$ cat config.mk
export PLATFORM = sky130hd
export DESIGN_NAME = infix_to_postfix_converter_top
export DESIGN_NICKNAME = d
export VERILOG_FILES = /design/src/rtl/i2p_pkg.sv /design/src/rtl/i2p_front.sv /design/src/rtl/i2p_queue.sv /design/src/rtl/i2p_back.sv /design/src/rtl/infix_to_postfix_converter_top.sv
export SDC_FILE = /design/constraint.sdc
export NUM_CORES = 1
export LEC_CHECK = 0
export CAP_MARGIN = 30
export CORE_MARGIN = 10
export CORE_UTILIZATION = 68
export DETAILED_ROUTE_END_ITERATION = 10
export DONT_BUFFER_PORTS = 1
export PLACE_DENSITY = 0.92
export SYNTH_ARGS = -nofsm -noshare
export SYNTH_HDL_FRONTEND = slang
export SYNTH_HIERARCHICAL = 1
export SYNTH_SLANG_ARGS = --single-unit
$ cat constraint.sdc
create_clock -name clk -period 5.7 [get_ports clk]
set_input_delay 0.285 -clock clk [delete_from_list [all_inputs] [get_ports clk]]
set_output_delay 0.285 -clock clk [all_outputs]
set_load 0.005 [all_outputs]
$ cat src/rtl/i2p_pkg.sv
// Shared types, codes and helper functions for the infix-to-postfix converter.
package i2p_pkg;

  // Input item: one ASCII byte of the infix expression
  typedef struct packed {
    logic [7:0] symbol;
    logic       final_byte;
  } in_item_t;

  // Result item: one postfix byte or the terminator
  typedef struct packed {
    logic [7:0] out_symbol;
    logic       run_last;
    logic       expression_end;
    logic [1:0] error_code;
  } out_item_t;

  // Stack entry codes
  typedef enum logic [2:0] {
    OP_NONE = 3'd0,
    OP_ADD  = 3'd1,
    OP_SUB  = 3'd2,
    OP_MUL  = 3'd3,
    OP_DIV  = 3'd4,
    OP_LPAR = 3'd5,
    OP_LBRK = 3'd6
  } op_code_t;

  // Item classes produced by the front end
  typedef enum logic [2:0] {
    KIND_SKIP,
    KIND_OPERAND,
    KIND_OPER,
    KIND_OPEN,
    KIND_CLOSE
  } kind_t;

  // Classified item carried through the queue
  typedef struct packed {
    kind_t      kind;
    op_code_t   code;
    logic [7:0] symbol;
    logic       fin;
  } cmd_t;

  // Back-end sequencer states
  typedef enum logic [2:0] {
    ST_IDLE,
    ST_OPER,
    ST_CLOSE,
    ST_FLUSH,
    ST_TERM
  } state_t;

  // Error flag bits
  localparam int ERR_OVERFLOW_BIT = 0;
  localparam int ERR_UNMATCHED_BIT = 1;

  // ASCII bytes
  localparam logic [7:0] CH_NUL   = 8'h00;
  localparam logic [7:0] CH_SPACE = 8'h20;
  localparam logic [7:0] CH_PLUS  = 8'h2B;
  localparam logic [7:0] CH_MINUS = 8'h2D;
  localparam logic [7:0] CH_STAR  = 8'h2A;
  localparam logic [7:0] CH_SLASH = 8'h2F;
  localparam logic [7:0] CH_LPAR  = 8'h28;
  localparam logic [7:0] CH_RPAR  = 8'h29;
  localparam logic [7:0] CH_LBRK  = 8'h5B;
  localparam logic [7:0] CH_RBRK  = 8'h5D;

  // Map a stack code back to its character
  function automatic logic [7:0] code_char(input op_code_t code);
    logic [7:0] ch;
    case (code)
      OP_ADD:  ch = CH_PLUS;
      OP_SUB:  ch = CH_MINUS;
      OP_MUL:  ch = CH_STAR;
      OP_DIV:  ch = CH_SLASH;
      OP_LPAR: ch = CH_LPAR;
      OP_LBRK: ch = CH_LBRK;
      default: ch = CH_NUL;
    endcase
    return ch;
  endfunction

  // Operator precedence; openers rank lowest
  function automatic logic [1:0] code_prec(input op_code_t code);
    logic [1:0] p;
    case (code)
      OP_ADD, OP_SUB: p = 2'd1;
      OP_MUL, OP_DIV: p = 2'd2;
      default:        p = 2'd0;
    endcase
    return p;
  endfunction

endpackage

$ cat src/rtl/i2p_front.sv
// Front end: accepts input bytes and classifies them into commands.
module i2p_front (
  input  logic               in_valid,
  output logic               in_ready,
  input  i2p_pkg::in_item_t  in_item,
  input  logic               q_full,
  output logic               enq,
  output i2p_pkg::cmd_t      enq_cmd
);

  // Take an item whenever the queue has room
  assign in_ready = !q_full;
  assign enq      = in_valid && !q_full;

  // Classify the byte
  always_comb begin
    enq_cmd.symbol = in_item.symbol;
    enq_cmd.fin    = in_item.final_byte;
    enq_cmd.code   = i2p_pkg::OP_NONE;
    enq_cmd.kind   = i2p_pkg::KIND_OPERAND;
    case (in_item.symbol)
      i2p_pkg::CH_SPACE, i2p_pkg::CH_NUL: begin
        enq_cmd.kind = i2p_pkg::KIND_SKIP;
      end
      i2p_pkg::CH_PLUS: begin
        enq_cmd.kind = i2p_pkg::KIND_OPER;
        enq_cmd.code = i2p_pkg::OP_ADD;
      end
      i2p_pkg::CH_MINUS: begin
        enq_cmd.kind = i2p_pkg::KIND_OPER;
        enq_cmd.code = i2p_pkg::OP_SUB;
      end
      i2p_pkg::CH_STAR: begin
        enq_cmd.kind = i2p_pkg::KIND_OPER;
        enq_cmd.code = i2p_pkg::OP_MUL;
      end
      i2p_pkg::CH_SLASH: begin
        enq_cmd.kind = i2p_pkg::KIND_OPER;
        enq_cmd.code = i2p_pkg::OP_DIV;
      end
      i2p_pkg::CH_LPAR: begin
        enq_cmd.kind = i2p_pkg::KIND_OPEN;
        enq_cmd.code = i2p_pkg::OP_LPAR;
      end
      i2p_pkg::CH_LBRK: begin
        enq_cmd.kind = i2p_pkg::KIND_OPEN;
        enq_cmd.code = i2p_pkg::OP_LBRK;
      end
      i2p_pkg::CH_RPAR, i2p_pkg::CH_RBRK: begin
        enq_cmd.kind = i2p_pkg::KIND_CLOSE;
      end
      default: begin
        enq_cmd.kind = i2p_pkg::KIND_OPERAND;
      end
    endcase
  end

endmodule

$ cat src/rtl/i2p_queue.sv
// Two-entry command queue between the front end and the back end.
module i2p_queue (
  input  logic           clk,
  input  logic           rst_n,
  input  logic           enq,
  input  i2p_pkg::cmd_t  enq_cmd,
  output logic           full,
  output logic           q_valid,
  output i2p_pkg::cmd_t  q_cmd,
  input  logic           deq
);

  i2p_pkg::cmd_t entry_r [2];
  logic          wr_ptr_r, wr_ptr_nxt;
  logic          rd_ptr_r, rd_ptr_nxt;
  logic [1:0]    cnt_r, cnt_nxt;

  assign full    = (cnt_r == 2'd2);
  assign q_valid = (cnt_r != 2'd0);
  assign q_cmd   = entry_r[rd_ptr_r];

  // Advance pointers and fill count
  always_comb begin
    wr_ptr_nxt = wr_ptr_r ^ enq;
    rd_ptr_nxt = rd_ptr_r ^ deq;
    cnt_nxt    = cnt_r + {1'b0, enq} - {1'b0, deq};
  end

  always_ff @(posedge clk) begin
    if (!rst_n) begin
      wr_ptr_r <= 1'b0;
      rd_ptr_r <= 1'b0;
      cnt_r    <= 2'd0;
    end else begin
      wr_ptr_r <= wr_ptr_nxt;
      rd_ptr_r <= rd_ptr_nxt;
      cnt_r    <= cnt_nxt;
    end
  end

  // Store the entry
  always_ff @(posedge clk) begin
    if (enq) begin
      entry_r[wr_ptr_r] <= enq_cmd;
    end
  end

endmodule

$ cat src/rtl/i2p_back.sv
// Back end: operator stack, pop sequencer and output register.
module i2p_back #(
  parameter int STACK_DEPTH = 16
) (
  input  logic               clk,
  input  logic               rst_n,
  input  logic               q_valid,
  input  i2p_pkg::cmd_t      q_cmd,
  output logic               deq,
  output logic               out_valid,
  input  logic               out_ready,
  output i2p_pkg::out_item_t out_item
);

  localparam int PW = (STACK_DEPTH > 1) ? $clog2(STACK_DEPTH) : 1;
  localparam int CW = $clog2(STACK_DEPTH + 1);

  i2p_pkg::op_code_t  stack_mem [STACK_DEPTH];
  i2p_pkg::op_code_t  top_r;
  logic [CW-1:0]      cnt_r, cnt_nxt;
  logic [1:0]         err_r, err_nxt;
  i2p_pkg::state_t    state_r, state_nxt;
  i2p_pkg::cmd_t      cmd_r;
  logic               held_v_r, held_v_nxt;
  logic [7:0]         held_sym_r;
  logic               out_valid_r, out_valid_nxt;
  i2p_pkg::out_item_t out_item_r;

  logic               out_free;
  logic               stk_empty;
  logic               stk_full;
  logic               top_open;
  logic               loop_more;
  logic               step_ok;

  logic               emit;
  i2p_pkg::out_item_t emit_item;
  logic               push_req;
  i2p_pkg::op_code_t  push_code;
  logic               pop;
  logic               hold_load;
  logic               hold_drop;
  logic               cmd_load;
  logic               err_unmatched;
  logic               err_clear;

  logic               push_en;
  logic [PW-1:0]      rd_idx;

  assign out_free  = !out_valid_r || out_ready;
  assign stk_empty = (cnt_r == '0);
  assign stk_full  = (cnt_r == CW'(STACK_DEPTH));
  assign top_open  = (top_r == i2p_pkg::OP_LPAR) || (top_r == i2p_pkg::OP_LBRK);
  assign step_ok   = !held_v_r || out_free;

  // Decide whether the current pop loop continues
  always_comb begin
    case (state_r)
      i2p_pkg::ST_OPER:
        loop_more = !stk_empty &&
                    (i2p_pkg::code_prec(cmd_r.code) <= i2p_pkg::code_prec(top_r));
      i2p_pkg::ST_CLOSE: loop_more = !stk_empty && !top_open;
      i2p_pkg::ST_FLUSH: loop_more = !stk_empty;
      default:           loop_more = 1'b0;
    endcase
  end

  // Next state
  always_comb begin
    state_nxt = state_r;
    case (state_r)
      i2p_pkg::ST_IDLE: begin
        if (q_valid) begin
          case (q_cmd.kind)
            i2p_pkg::KIND_OPERAND: begin
              if (out_free) begin
                state_nxt = q_cmd.fin ? i2p_pkg::ST_FLUSH : i2p_pkg::ST_IDLE;
              end
            end
            i2p_pkg::KIND_OPER:  state_nxt = i2p_pkg::ST_OPER;
            i2p_pkg::KIND_CLOSE: state_nxt = i2p_pkg::ST_CLOSE;
            default: state_nxt = q_cmd.fin ? i2p_pkg::ST_FLUSH : i2p_pkg::ST_IDLE;
          endcase
        end
      end
      i2p_pkg::ST_OPER, i2p_pkg::ST_CLOSE: begin
        if (step_ok && !loop_more) begin
          state_nxt = cmd_r.fin ? i2p_pkg::ST_FLUSH : i2p_pkg::ST_IDLE;
        end
      end
      i2p_pkg::ST_FLUSH: begin
        if (step_ok && !loop_more) begin
          state_nxt = i2p_pkg::ST_TERM;
        end
      end
      i2p_pkg::ST_TERM: begin
        if (out_free) begin
          state_nxt = i2p_pkg::ST_IDLE;
        end
      end
      default: state_nxt = i2p_pkg::ST_IDLE;
    endcase
  end

  // Sequencer outputs
  always_comb begin
    deq           = 1'b0;
    emit          = 1'b0;
    emit_item     = '0;
    push_req      = 1'b0;
    push_code     = cmd_r.code;
    pop           = 1'b0;
    hold_load     = 1'b0;
    hold_drop     = 1'b0;
    cmd_load      = 1'b0;
    err_unmatched = 1'b0;
    err_clear     = 1'b0;
    case (state_r)
      i2p_pkg::ST_IDLE: begin
        if (q_valid) begin
          case (q_cmd.kind)
            i2p_pkg::KIND_OPERAND: begin
              if (out_free) begin
                deq                  = 1'b1;
                emit                 = 1'b1;
                emit_item.out_symbol = q_cmd.symbol;
                emit_item.run_last   = !q_cmd.fin;
              end
            end
            i2p_pkg::KIND_OPEN: begin
              deq       = 1'b1;
              push_req  = 1'b1;
              push_code = q_cmd.code;
            end
            i2p_pkg::KIND_OPER, i2p_pkg::KIND_CLOSE: begin
              deq      = 1'b1;
              cmd_load = 1'b1;
            end
            default: begin
              deq = 1'b1;
            end
          endcase
        end
      end
      i2p_pkg::ST_OPER, i2p_pkg::ST_CLOSE, i2p_pkg::ST_FLUSH: begin
        if (step_ok) begin
          // Release the byte popped on the previous step, now that its successor is known
          emit                 = held_v_r;
          emit_item.out_symbol = held_sym_r;
          emit_item.run_last   = !loop_more && !cmd_r.fin &&
                                 (state_r != i2p_pkg::ST_FLUSH);
          hold_load            = loop_more;
          hold_drop            = !loop_more;
          pop                  = loop_more;
          if (!loop_more) begin
            if (state_r == i2p_pkg::ST_OPER) begin
              push_req = 1'b1;
            end else if (state_r == i2p_pkg::ST_CLOSE) begin
              // Discard the matching opener, or flag a closer without one
              pop           = !stk_empty;
              err_unmatched = stk_empty;
            end
          end
        end
      end
      i2p_pkg::ST_TERM: begin
        if (out_free) begin
          emit                     = 1'b1;
          emit_item.out_symbol     = i2p_pkg::CH_NUL;
          emit_item.run_last       = 1'b1;
          emit_item.expression_end = 1'b1;
          emit_item.error_code     = err_r;
          err_clear                = 1'b1;
        end
      end
      default: begin
        deq = 1'b0;
      end
    endcase
  end

  // Stack pointer, flags and held byte
  assign push_en = push_req && !stk_full;
  assign rd_idx  = PW'(cnt_r - CW'(2));

  always_comb begin
    cnt_nxt = cnt_r;
    if (push_en) begin
      cnt_nxt = cnt_r + CW'(1);
    end else if (pop) begin
      cnt_nxt = cnt_r - CW'(1);
    end
    err_nxt = err_r;
    if (err_clear) begin
      err_nxt = 2'b00;
    end else begin
      if (push_req && stk_full) begin
        err_nxt[i2p_pkg::ERR_OVERFLOW_BIT] = 1'b1;
      end
      if (err_unmatched) begin
        err_nxt[i2p_pkg::ERR_UNMATCHED_BIT] = 1'b1;
      end
    end
    held_v_nxt = held_v_r;
    if (hold_load) begin
      held_v_nxt = 1'b1;
    end else if (hold_drop) begin
      held_v_nxt = 1'b0;
    end
    out_valid_nxt = emit || (out_valid_r && !out_ready);
  end

  always_ff @(posedge clk) begin
    if (!rst_n) begin
      state_r     <= i2p_pkg::ST_IDLE;
      cnt_r       <= '0;
      err_r       <= 2'b00;
      held_v_r    <= 1'b0;
      out_valid_r <= 1'b0;
    end else begin
      state_r     <= state_nxt;
      cnt_r       <= cnt_nxt;
      err_r       <= err_nxt;
      held_v_r    <= held_v_nxt;
      out_valid_r <= out_valid_nxt;
    end
  end

  // Payload registers
  always_ff @(posedge clk) begin
    if (cmd_load) begin
      cmd_r <= q_cmd;
    end
    if (hold_load) begin
      held_sym_r <= i2p_pkg::code_char(top_r);
    end
    if (emit) begin
      out_item_r <= emit_item;
    end
  end

  // Stack memory; top of stack kept in a register, refilled on pop
  always_ff @(posedge clk) begin
    if (push_en) begin
      stack_mem[cnt_r[PW-1:0]] <= push_code;
      top_r                    <= push_code;
    end else if (pop && (cnt_r >= CW'(2))) begin
      top_r <= stack_mem[rd_idx];
    end
  end

  assign out_valid = out_valid_r;
  assign out_item  = out_item_r;

endmodule

$ cat src/rtl/infix_to_postfix_converter_top.sv
// Top level of the infix-to-postfix converter: front end, queue and back end.
//
//  Channel | Direction | Handshake           | Payload
//  in_     | input     | in_valid/in_ready   | in_item  (symbol, final_byte)
//  out_    | output    | out_valid/out_ready | out_item (out_symbol, run_last,
//          |           |                     |   expression_end, error_code)
//
// The back end takes an operand, space or opener straight from the queue, and runs
// a pop loop for an operator or closer; a final byte flushes the remaining stack
// entries and sends the terminator. The stack has one read and one write port, so
// pops proceed at one per cycle while the output is not stalled.
// The front end takes an item whenever the two-entry queue has room.
// Reset (rst_n low, synchronous) empties the queue, the stack and the flags.
// A stalled output holds its item; the sequencer waits to emit while the output is full.
module infix_to_postfix_converter_top #(
  parameter int STACK_DEPTH = 16
) (
  input  logic               clk,
  input  logic               rst_n,
  input  logic               in_valid,
  output logic               in_ready,
  input  i2p_pkg::in_item_t  in_item,
  output logic               out_valid,
  input  logic               out_ready,
  output i2p_pkg::out_item_t out_item
);

  logic          q_full;
  logic          enq;
  i2p_pkg::cmd_t enq_cmd;
  logic          q_valid;
  i2p_pkg::cmd_t q_cmd;
  logic          deq;

  // Classify incoming bytes
  i2p_front u_front (
    .in_valid (in_valid),
    .in_ready (in_ready),
    .in_item  (in_item),
    .q_full   (q_full),
    .enq      (enq),
    .enq_cmd  (enq_cmd)
  );

  // Decouple front and back
  i2p_queue u_queue (
    .clk     (clk),
    .rst_n   (rst_n),
    .enq     (enq),
    .enq_cmd (enq_cmd),
    .full    (q_full),
    .q_valid (q_valid),
    .q_cmd   (q_cmd),
    .deq     (deq)
  );

  // Run the stack and produce results
  i2p_back #(
    .STACK_DEPTH (STACK_DEPTH)
  ) u_back (
    .clk       (clk),
    .rst_n     (rst_n),
    .q_valid   (q_valid),
    .q_cmd     (q_cmd),
    .deq       (deq),
    .out_valid (out_valid),
    .out_ready (out_ready),
    .out_item  (out_item)
  );

endmodule

==> run summary <==
Critical Path RT -> 6.13 ns
Yosys cell types -> 73
Reg area -> 0.00343 mm2
Overall power -> 3.23 mW
Die Ht -> 112 um
Mapped Nets -> 449
Max_slew headroom -> 0.374
FFs w/ async S/R, synth -> 0
EDFF count, synth -> 103
I/O Buffers -> 0
Placed Instance Area -> 0.00576 mm2
WHS Endpoint -> u_queue/entry_r[0][13]
Top-level I/O count -> 27
CP cell instances -> mux2_2 -> nor2b_1 -> nand3_1 -> a21oi_2 -> and2_1 -> inv_1 -> fa_1 -> a21o_1 -> a21o_1 -> nor3_1 -> mux2i_1 -> o211ai_1
Most used cell, CP -> a21o_1
Aggregate global-route resource usage -> 0.206
FILL cells -> 399
Count of final hold-check violations -> 0
Floorplan core area -> 0.00822 mm2
Worst slew pin tran -> 0.938 ns
Final setup vio count -> 0
Initial core utilization -> 0.702
Power Density -> 501 mW/mm2
Diode count -> 0
Post-synthesis sequential area ratio -> 0.595
Row count -> 33
Post-Layout Inst Area -> 0.00644 mm2
RSZ-0062 raised after global routing -> no
Mapped Area -> 0.00577 mm2
Ys flop type -> edfxtp_1
Leak -> 2.23 nW
DP Wirelength -> 7640 um
TritonCTS Buffers -> 17
Die width -> 112 um
FF+latch count, synth -> 120
Worst R2R Path Depth -> 12
Vias in the first global route -> 3809
CP max FO -> 15
Top cell type by total area after synthesis -> edfxtp_1
Antenna violations before repair -> 0
Min-Delay Path Class -> in -> reg
Cells after Synth -> 425
H-tree lvl count -> 4
Clk slew on worst S/H paths -> 0.06 ns
Max incr delay on CP -> 0.87 ns
Fin crit share -> 0.682
CTS root buf -> clkbuf_8
Total Neg Setup Slack -> 0 ns
Total setup buffers inserted after CTS -> 0
Nets -> 456
Synth area leaders -> edfxtp_1 (54%), dfxtp_1 (5.9%), mux4_2 (2.7%)
Startpoint Class -> flop
GRT overflow -> 0
Drt wl/cell -> 23.3 um
Peak VDD IR -> 326 uV
DR DRC count -> 0
Routed vias/inst -> 6.88
Slew Viols, Final -> 0
Worst skew pair latency -> 0.51 ns
Final Non-Filler Cells -> 550
Warnings, synthesis -> 6
Multi-input gate area -> 0.00211 mm2
Dpl cells -> 507
Max Freq -> 257 MHz
Die ar. -> 0.0126 mm2
CTS tree -> built
Hold Crit Start -> in_item[8]
Share of post-route cells with drive strength above 1 -> 0.155
RR Endpoint -> u_back/cnt_r[4]
Most frequent cell after synthesis -> edfxtp_1
CTS Sinks -> 120
Initial DRC Count -> 412
Hold Buf Count CTS -> 11
Reg2Reg Setup Slack -> 1.81 ns
WS Path Type -> reg -> reg
Top cell type's share of synthesized area -> 0.536
Hold path cells -> 1
Fin Clk Skew -> 0.00624 ns
Area growth syn-to-layout -> 11.6%
Remaining antenna violation count -> 0
Most common library cells after synthesis -> edfxtp_1 (103), nor2_1 (36), nand2_1 (23), dfxtp_1 (17), inv_1 (15)
Final min period -> 3.89 ns
Outcome -> complete, no violations
Pre-antenna DRT Iters -> 6
CP Capture Type -> flop
MaxCap Viol Count -> 0
Vias -> 3783
First-pass GRT wire length -> 20600 um
Max clock buf depth -> 2
Critical path's slowest cell -> dfxtp_1
Routed wire length -> 12800 um
Syn avg cell area -> 13.6 um2
Largest net degree at the start of global routing -> 22
Gp weighted congestion -> 0.876
Post-CTS sizing -> 0
Critical Path AT -> 4.32 ns
kinds of logic (layout without fill, tap and decap cells):
logic type / count (synthesis) / count (layout) / share of synthesized area
XOR/XNOR: 11 / 11 / 0.0191
AND/OR/NAND/NOR: 137 / 137 / 0.129
adder cells (fa/ha/maj): 11 / 11 / 0.0252
AO/OA/AOI/OAI: 71 / 71 / 0.0915
flip-flops: 120 / 120 / 0.595
buffers and inverters: 40 / 60 / 0.0395
multiplexers: 35 / 35 / 0.100
sequential cells by signal, indices dropped and copies added (netlist names), named ones only:
name,count
u_queue/cnt_r,2
u_queue/wr_ptr_r,1
u_back/out_item,12
u_back/out_valid,1
u_back/cmd_r,4
u_queue/entry_r,30
u_queue/rd_ptr_r,1
u_back/stack_mem,48
u_back/held_sym_r,6
u_back/held_v_r,1
u_back/top_r,3
u_back/cnt_r,5
u_back/err_r,2
u_back/state_r,3
routing by layer:
metal	global-route usage	up-vias	wire, um
met5	0	-	0
met4	0.0795	0	351
met1	0.242	1804	4670
met3	0.0602	44	1410
li1	-	1637	-
met2	0.348	298	6370
worst max-delay path by stage:
stage | cells past startpoint | slack (ns) | endpoint
floorplan | 15 | 2.66 | u_back/cnt_r[4]
global placement | 12 | 2.24 | u_back/cnt_r[4]
detailed placement | 12 | 2.05 | u_back/cnt_r[4]
CTS | 12 | 1.90 | u_back/cnt_r[4]
global route | 12 | 1.65 | u_back/cnt_r[4]
finish | 12 | 1.81 | u_back/cnt_r[4]
where the power goes:
part / internal (mW) / leakage (nW) / switching, mW
clock network: 0.630 / 0.267 / 0.372
registers: 1.13 / 1.08 / 0.127
logic: 0.421 / 0.881 / 0.541
layout make-up:
| cell class | count | share of cell area |
|---|---|---|
| flip-flops and latches | 120 | 0.533 |
| multi-input cells | 265 | 0.328 |
| clock buffers | 20 | 0.0676 |
| repair buffers | 13 | 0.0225 |
| well taps | 105 | 0.0204 |
| clock inverters | 12 | 0.0198 |
| inverters | 15 | 0.00875 |
metrics by stage:
stage / worst slack, ns / hold WS, ns / util
finish: 1.81 / 0.0213 / 0.783
global route: 1.65 / 0.0121 / 0.783
CTS: 1.90 / 0.00644 / 0.783
detailed placement: 2.05 / 0.384 / 0.702
global placement: 2.24 / 0.384 / 0.697
floorplan: 2.66 / 0.407 / -
placed cells by master (no fill, tap or decap), drive strengths merged, types with 3 or more instances in the layout:
master,netlist,layout
edfxtp,103,103
nor2,36,36
nand2,23,23
clkbuf,5,20
mux2,18,18
dfxtp,17,17
inv,15,15
a21oi,14,14
nand3,12,12
mux4,12,12
dlygate4sd3,0,11
nor2b,11,11
o21ai,11,11
a22o,10,10
and2,10,10
ha,10,10
nor3,10,10
nand2b,9,9
clkinv,0,6
xnor2,5,5
xor2,5,5
mux2i,5,5
clkinvlp,0,4
a21o,4,4
nor4,4,4
or3,3,3
a221oi,3,3
o21a,3,3
o211ai,3,3
o31ai,3,3
nor4b,3,3
critical path: cells and delay by family, from the launching register on:
kind / cells / cell delay, ns
fa+ha+maj: 1 / 0.43
buf+inv: 1 / 0.13
flops: 1 / 0.87
simple gates: 4 / 0.91
mux: 2 / 0.62
compound gates: 4 / 0.85
Power figures use the tool's default switching activity.
